==> config.mk <==
export PLATFORM = sky130hd
export DESIGN_NAME = extended_timer_compare_array_top
export DESIGN_NICKNAME = d
export VERILOG_FILES = /design/src/hw/rtl/etca_pkg.sv /design/src/hw/rtl/etca_alu.sv /design/src/hw/rtl/etca_ctrl.sv /design/src/hw/rtl/extended_timer_compare_array_top.sv
export SDC_FILE = /design/constraint.sdc
export NUM_CORES = 2
export LEC_CHECK = 0
export ABC_AREA = 1
export BUFFER_PORTS_ARGS = -buffer_cell sky130_fd_sc_hd__buf_2
export CAP_MARGIN = 0
export CORE_ASPECT_RATIO = 1.2
export CORE_MARGIN = 5
export CORE_UTILIZATION = 40
export CTS_CLUSTER_SIZE = 12
export DETAILED_ROUTE_END_ITERATION = 7
export PLACE_DENSITY = 0.63
export SYNTH_ARGS = -nofsm -noshare
export SYNTH_HDL_FRONTEND = slang
export SYNTH_SLANG_ARGS = --single-unit
==> constraint.sdc <==
create_clock -name i_clk -period 12.2 [get_ports i_clk]
set_input_delay 0.61 -clock i_clk [delete_from_list [all_inputs] [get_ports i_clk]]
set_output_delay 0.61 -clock i_clk [all_outputs]
set_load 0.01 [all_outputs]
==> src/hw/rtl/etca_pkg.sv <==
// Shared types and constants for the extended timer with compare targets.
// Used by etca_alu, etca_ctrl and extended_timer_compare_array_top; no dependencies.
package etca_pkg;

    localparam int NUM_TARGETS = 8;
    localparam int IDX_W       = (NUM_TARGETS > 1) ? $clog2(NUM_TARGETS) : 1;

    localparam logic [63:0] TARGET_RESET = 64'h7fff_ffff_ffff_ffff;
    localparam logic [30:0] REMAIN_SAT   = 31'h7fff_ffff;

    typedef enum logic [2:0] {
        REQ_SAMPLE  = 3'd0,
        REQ_SET     = 3'd1,
        REQ_INC     = 3'd2,
        REQ_LIMIT   = 3'd3,
        REQ_ATLEAST = 3'd4,
        REQ_QUERY   = 3'd5
    } t_req;

    typedef enum logic [2:0] {
        ST_IDLE,
        ST_SAMPLE,
        ST_BOUND,
        ST_UPDATE,
        ST_REPORT
    } t_state;

    typedef enum logic {
        ALU_ADD = 1'b0,
        ALU_SUB = 1'b1
    } t_alu_op;

    typedef struct packed {
        t_state state;
        logic   accept;
        logic   done;
    } t_ctrl;

endpackage

==> src/hw/rtl/etca_alu.sv <==
// Shared 64-bit add/subtract unit with carry out, used for every timer step.
// Depends on etca_pkg.
module etca_alu (
    input  etca_pkg::t_alu_op i_op,
    input  logic [63:0]       i_a,
    input  logic [63:0]       i_b,
    output logic [63:0]       o_sum,
    output logic              o_carry
);

    logic [64:0] w_full;
    logic [63:0] w_b;

    assign w_b    = (i_op == etca_pkg::ALU_SUB) ? ~i_b : i_b;
    assign w_full = {1'b0, i_a} + {1'b0, w_b} + {64'd0, (i_op == etca_pkg::ALU_SUB)};
    assign o_sum   = w_full[63:0];
    assign o_carry = w_full[64];

endmodule

==> src/hw/rtl/etca_ctrl.sv <==
// Step sequencer of the extended timer: sample, bound, update, report.
// Depends on etca_pkg.
module etca_ctrl (
    input  logic             i_clk,
    input  logic             i_rst_n,
    input  logic             i_start,
    output etca_pkg::t_ctrl  o_ctrl
);

    etca_pkg::t_state r_state;
    etca_pkg::t_state n_state;

    always_ff @(posedge i_clk) begin
        if (!i_rst_n) begin
            r_state <= etca_pkg::ST_IDLE;
        end else begin
            r_state <= n_state;
        end
    end

    always_comb begin
        n_state = r_state;
        unique case (r_state)
            etca_pkg::ST_IDLE: begin
                if (i_start) begin
                    n_state = etca_pkg::ST_SAMPLE;
                end
            end
            etca_pkg::ST_SAMPLE: n_state = etca_pkg::ST_BOUND;
            etca_pkg::ST_BOUND:  n_state = etca_pkg::ST_UPDATE;
            etca_pkg::ST_UPDATE: n_state = etca_pkg::ST_REPORT;
            etca_pkg::ST_REPORT: n_state = etca_pkg::ST_IDLE;
            default:             n_state = etca_pkg::ST_IDLE;
        endcase
    end

    always_comb begin
        o_ctrl.state  = r_state;
        o_ctrl.accept = (r_state == etca_pkg::ST_IDLE) && i_start;
        o_ctrl.done   = (r_state == etca_pkg::ST_REPORT);
    end

endmodule

==> src/hw/rtl/extended_timer_compare_array_top.sv <==
// Top level of the extended 64-bit timer with an array of compare targets.
// Depends on etca_pkg, etca_alu and etca_ctrl.
//
// Usage: drive a request on the i_ fields and raise start while busy is low;
// the beat is taken at that clock edge and busy rises on the next cycle.
// A sample request rebuilds the 64-bit time from i_counter_sample, bumping
// the high word when the sample is below the stored low word. Set, increment,
// limit and at-least requests update the addressed compare target; a query
// changes nothing. Every request yields exactly one result beat, shown for a
// single cycle with o_done high, reporting on the addressed target after the
// update. An index beyond the target count changes no target and reports zeros.
// The result appears in the same cycle that busy falls, and no new request is
// taken while busy is high. Each request makes four passes through the single
// shared 64-bit add/subtract unit (sample carry, bound, update, remaining time).
// Reset (i_rst_n low, synchronous) clears the time to zero and returns every
// target to 0x7fffffffffffffff at once; no clearing pass is needed.
// The receiver cannot stall: each result beat must be taken when o_done is high.
module extended_timer_compare_array_top (
    input  logic                i_clk,
    input  logic                i_rst_n,
    input  logic                start,
    output logic                busy,
    input  logic [2:0]          i_req_type,
    input  logic [3:0]          i_timer_index,
    input  logic [31:0]         i_delta_usec,
    input  logic [31:0]         i_counter_sample,
    output logic                o_done,
    output logic                o_index_valid,
    output logic                o_elapsed,
    output logic [30:0]         o_remaining_usec,
    output logic signed [63:0]  o_signed_remaining
);

    etca_pkg::t_ctrl    w_ctrl;
    etca_pkg::t_alu_op  w_op;
    logic [63:0]        w_a;
    logic [63:0]        w_b;
    logic [63:0]        w_sum;
    logic               w_carry;

    logic [2:0]         r_kind;
    logic [3:0]         r_idx;
    logic [31:0]        r_delta;
    logic [31:0]        r_sample;
    logic [63:0]        r_time;
    logic [63:0]        r_bound;
    logic [63:0]        r_tgt;
    logic [63:0]        r_targets [etca_pkg::NUM_TARGETS];
    logic               r_done;
    logic               r_index_valid;
    logic               r_elapsed;
    logic [30:0]        r_remaining;
    logic [63:0]        r_signed_rem;

    logic               w_valid;
    logic [etca_pkg::IDX_W-1:0] w_sel;
    logic               w_writes;
    logic [63:0]        n_tgt;

    etca_ctrl u_ctrl (
        .i_clk   (i_clk),
        .i_rst_n (i_rst_n),
        .i_start (start),
        .o_ctrl  (w_ctrl)
    );

    etca_alu u_alu (
        .i_op    (w_op),
        .i_a     (w_a),
        .i_b     (w_b),
        .o_sum   (w_sum),
        .o_carry (w_carry)
    );

    assign busy    = (w_ctrl.state != etca_pkg::ST_IDLE);
    assign w_valid = ({28'd0, r_idx} < etca_pkg::NUM_TARGETS);
    assign w_sel   = r_idx[etca_pkg::IDX_W-1:0];
    assign w_writes = w_valid && ((r_kind == etca_pkg::REQ_SET) || (r_kind == etca_pkg::REQ_INC)
                    || (r_kind == etca_pkg::REQ_LIMIT) || (r_kind == etca_pkg::REQ_ATLEAST));

    always_comb begin
        w_op = etca_pkg::ALU_ADD;
        w_a  = r_time;
        w_b  = 64'd0;
        unique case (w_ctrl.state)
            etca_pkg::ST_SAMPLE: begin
                w_b = {32'd1, 32'd0};
            end
            etca_pkg::ST_BOUND: begin
                w_b = {32'd0, r_delta};
            end
            etca_pkg::ST_UPDATE: begin
                if (r_kind == etca_pkg::REQ_INC) begin
                    w_a = r_tgt;
                    w_b = {32'd0, r_delta};
                end else begin
                    w_op = etca_pkg::ALU_SUB;
                    w_a  = r_bound;
                    w_b  = r_tgt;
                end
            end
            etca_pkg::ST_REPORT: begin
                w_op = etca_pkg::ALU_SUB;
                w_a  = r_tgt;
                w_b  = r_time;
            end
            default: begin
                w_op = etca_pkg::ALU_ADD;
            end
        endcase
    end

    always_comb begin
        case (r_kind)
            etca_pkg::REQ_SET:     n_tgt = r_bound;
            etca_pkg::REQ_INC:     n_tgt = w_sum;
            etca_pkg::REQ_LIMIT:   n_tgt = w_carry ? r_tgt : r_bound;
            etca_pkg::REQ_ATLEAST: n_tgt = w_carry ? r_bound : r_tgt;
            default:               n_tgt = r_tgt;
        endcase
    end

    always_ff @(posedge i_clk) begin
        if (w_ctrl.accept) begin
            r_kind   <= i_req_type;
            r_idx    <= i_timer_index;
            r_delta  <= i_delta_usec;
            r_sample <= i_counter_sample;
        end
        if (w_ctrl.state == etca_pkg::ST_BOUND) begin
            r_bound <= w_sum;
            r_tgt   <= r_targets[w_sel];
        end
        if (w_ctrl.state == etca_pkg::ST_UPDATE) begin
            r_tgt <= n_tgt;
        end
        if (w_ctrl.state == etca_pkg::ST_REPORT) begin
            r_index_valid <= w_valid;
            if (w_valid) begin
                r_elapsed    <= !w_carry || (w_sum == 64'd0);
                r_signed_rem <= w_sum;
                if (!w_carry) begin
                    r_remaining <= 31'd0;
                end else if (w_sum[63:31] != 33'd0) begin
                    r_remaining <= etca_pkg::REMAIN_SAT;
                end else begin
                    r_remaining <= w_sum[30:0];
                end
            end else begin
                r_elapsed    <= 1'b0;
                r_signed_rem <= 64'd0;
                r_remaining  <= 31'd0;
            end
        end
    end

    always_ff @(posedge i_clk) begin
        if (!i_rst_n) begin
            r_time <= 64'd0;
            r_done <= 1'b0;
            for (int k = 0; k < etca_pkg::NUM_TARGETS; k++) begin
                r_targets[k] <= etca_pkg::TARGET_RESET;
            end
        end else begin
            r_done <= w_ctrl.done;
            if ((w_ctrl.state == etca_pkg::ST_SAMPLE) && (r_kind == etca_pkg::REQ_SAMPLE)) begin
                r_time <= {(r_sample < r_time[31:0]) ? w_sum[63:32] : r_time[63:32], r_sample};
            end
            if ((w_ctrl.state == etca_pkg::ST_UPDATE) && w_writes) begin
                r_targets[w_sel] <= n_tgt;
            end
        end
    end

    assign o_done             = r_done;
    assign o_index_valid      = r_index_valid;
    assign o_elapsed          = r_elapsed;
    assign o_remaining_usec   = r_remaining;
    assign o_signed_remaining = r_signed_rem;

    a_result_follows_report: assert property (@(posedge i_clk) disable iff (!i_rst_n)
        o_done |-> ($past(w_ctrl.state) == etca_pkg::ST_REPORT))
        else $error("Result beat without a report step.");

    a_busy_after_accept: assert property (@(posedge i_clk) disable iff (!i_rst_n)
        (start && !busy) |=> busy)
        else $error("Accepted request did not raise busy.");

    a_invalid_reports_zero: assert property (@(posedge i_clk) disable iff (!i_rst_n)
        (o_done && !o_index_valid) |-> (!o_elapsed && (o_signed_remaining == 64'sd0)
        && (o_remaining_usec == 31'd0)))
        else $error("Out-of-range index reported nonzero fields.");

    a_elapsed_no_remaining: assert property (@(posedge i_clk) disable iff (!i_rst_n)
        (o_done && o_elapsed) |-> (o_remaining_usec == 31'd0))
        else $error("Elapsed target reported remaining time.");

endmodule

==> metrics.txt <==
total grt overflow=0; Slew @ Worst Pin=around 1200 ps; Yosys reg bits=about 880; nets@finish=about 5.3k; Worst slew margin=0.216; die area=123000 sq um; Reg clk slew, reported paths=approximately 70 ps; vias per cell=5.80; DR iter-0 viols=4638; CP arrival=roughly 8200 ps; row count=136; via count=about 39k; Layout fillers=between 10k and 15k; yosys warns=0; Finished Core Util=0.447; power density cells=between 100 and 150 nW/um^2; most common flop cell mapped by yosys=edfxtp_1; WL met1=about 65000 um; Synth area leader=edfxtp_1; final WL=162000 um; fraction of registers with async set/reset=0; synth top area cells=edfxtp_1 (52%), nand2_1 (8.5%), o21ai_0 (6.5%), nor2_1 (5.1%), inv_1 (4.0%); syn_nets=between 5k and 6k; number of global-route vias before repair=around 36k; Max FO, Critical Path=139; depth of the CTS H-tree=3; Worst Skew=roughly 30 ps; CTS tree=yes; wire length on met2=around 76000 um; post-DP HPWL=108000 um; CTS hold repair buffers=0; Setup WS post-layout=between 4000 and 5000 ps; Cell variety after synth=58; Chip Height=~380 um; residual DRC count=0; die width=around 320 um; worst-skew pair later-pin latency=~700 ps; instance count of the mapped netlist=approximately 5.1k; share of the synthesized area in the top cell type=0.525; kind of critical path=flop to flop; maxcap violations=0; Post-synth EDFFs=about 810; Register Area=25700 sq um; CTS max path bufs=3; Final min period=approximately 7800 ps; Worst VDD drop=roughly 0.10 mV; CP Capture Type=flop; port bufs=172; first-pass GRT wire length=roughly 240000 um; pin count of the biggest net entering global routing=between 100 and 150; final period utilization=0.643; startpoint types=flop; RSZ-0062 raised after global routing=no; Initial Util=0.403; Setup WS pre-CTS=around 4600 ps; area added between synthesis and finish=10.8%; fraction of layout cells with a size suffix above 1=0.0895; initial antenna violation count=2; status=completed; Resized cells post-CTS=0; top achievable clock speed=127 MHz; Pwr Total=a little over 7 mW; Cell Area, Placed=about 50000 sq um; P_leak=~17 nW; metal3 WL=between 10000 and 15000 um; sequential area share after synthesis=0.555; Synth Cell Area=roughly 46000 sq um; antenna cell count=0; Final Cell Area=51200 sq um; drt pass-1 iters=8; RD Place Congestion=about 1; hold crit path type=input port to flop; Routed Antenna Nets=0; top cells by instance count after synthesis=nand2_1 (1044), edfxtp_1 (808), nor2_1 (628), o21ai_0 (598), inv_1 (490); placed cells=6566; CTS buffer count=between 80 and 90; WL per Instance=roughly 24 um; Critical Path RT=around 13000 ps; Syn Area/Cell=approximately 9 sq um; Hold Vio Cnt, Final=0; setup violators final=0; Placeable Area=~110000 sq um; IO Pins=between 150 and 200; multi-input logic area=about 18000 sq um; gr usage total=0.254; Root Buffer Master=clkbuf_16; total negative slack=0 ps; CTS sink cnt=879; count leader, synth=nand2_1; Post-CTS Setup Repair Bufs=0; non-filler cells, final=6714; final hold slack=just over 90 ps; fin. max-slew vios=0; Top Metal Used=met5
[worst max-delay path, stage by stage (launching register included)]
cell and delay, ps:
edfxtp_1 500, nor2_4 90, nand2_4 570, clkinv_1 300, a21oi_4 170, buf_4 460, inv_1 490, a221oi_1 480
a21oi_1 140, ha_1 430, nand2_1 130, nor2_1 270, nand2_1 120, nor2_1 110, nand2_1 60, nand3_1 240
nand2_1 90, nand2_1 120, nand3_1 180, nand2_8 570, buf_4 720, a21oi_1 150, o21ai_0 110, o21ai_0 120
a211oi_2 630, o21ai_1 120
[cells by family after synthesis]
logic type,after synthesis,share of synthesized area
xor+xnor,22,0.00449
fa+ha+maj,95,0.0259
buf+inv,807,0.0674
mux,1,0.000216
compound gates,1365,0.174
flops,879,0.555
simple gates,1945,0.173
[report_power, final]
group	switching (mW)	internal, mW	total (mW)
clock network	1.18	1.42	2.61
logic	0.813	0.259	1.07
registers	0.0630	3.37	3.43
[cells in the final DEF (no fill, tap or decap), drive strengths merged, types with 19 or more instances in the layout]
| cell type | netlist | final |
|---|---|---|
| inv | 497 | 497 |
| nand3 | 154 | 154 |
| ha | 94 | 94 |
| nor3 | 30 | 30 |
| edfxtp | 808 | 808 |
| nor2 | 643 | 643 |
| clkbuf | 262 | 125 |
| a211oi | 37 | 37 |
| o21ai | 618 | 618 |
| o211ai | 64 | 64 |
| clkinv | 5 | 24 |
| o21a | 56 | 56 |
| dfxtp | 71 | 71 |
| a221oi | 24 | 24 |
| o221ai | 89 | 89 |
| buf | 43 | 239 |
| o22ai | 153 | 153 |
| nand3b | 19 | 19 |
| a21oi | 282 | 282 |
| nand2 | 1065 | 1065 |
[sequential cells by signal, summed over array words and instances (netlist names), named ones only]
register,flops
u_ctrl.r_state,3
r_targets,512
r_bound,64
o_signed_remaining,64
r_idx,4
o_index_valid,1
r_tgt,64
r_time,64
r_kind,3
r_delta,32
o_remaining_usec,31
o_done,1
r_sample,32
o_elapsed,1
[final timing paths]
check	from	endpoint	slack (ps)	depth (start not counted)
worst max-delay path	r_kind[2]	r_tgt[12]	4350	25
worst min-delay path	i_delta_usec[12]	r_delta[12]	90	1
worst max register to register	r_kind[2]	r_tgt[12]	4350	25
worst min register to register	r_time[42]	r_time[42]	480	2
[metal layers]
layer	track usage	up-vias
met4	0.0976	2
met1	0.342	18781
met5	0	-
met2	0.418	1994
met3	0.0342	325
li1	-	17808
[cell type report]
| class | count | area share |
|---|---|---|
| Inverter | 502 | 0.0370 |
| Clock inverter | 23 | 0.00515 |
| Multi-Input combinational cell | 3428 | 0.346 |
| Tap cell | 1518 | 0.0371 |
| Timing Repair Buffer | 239 | 0.0266 |
| Clock buffer | 125 | 0.0471 |
| Sequential cell | 879 | 0.502 |
Note: power is estimated with default switching activity, not from simulation.
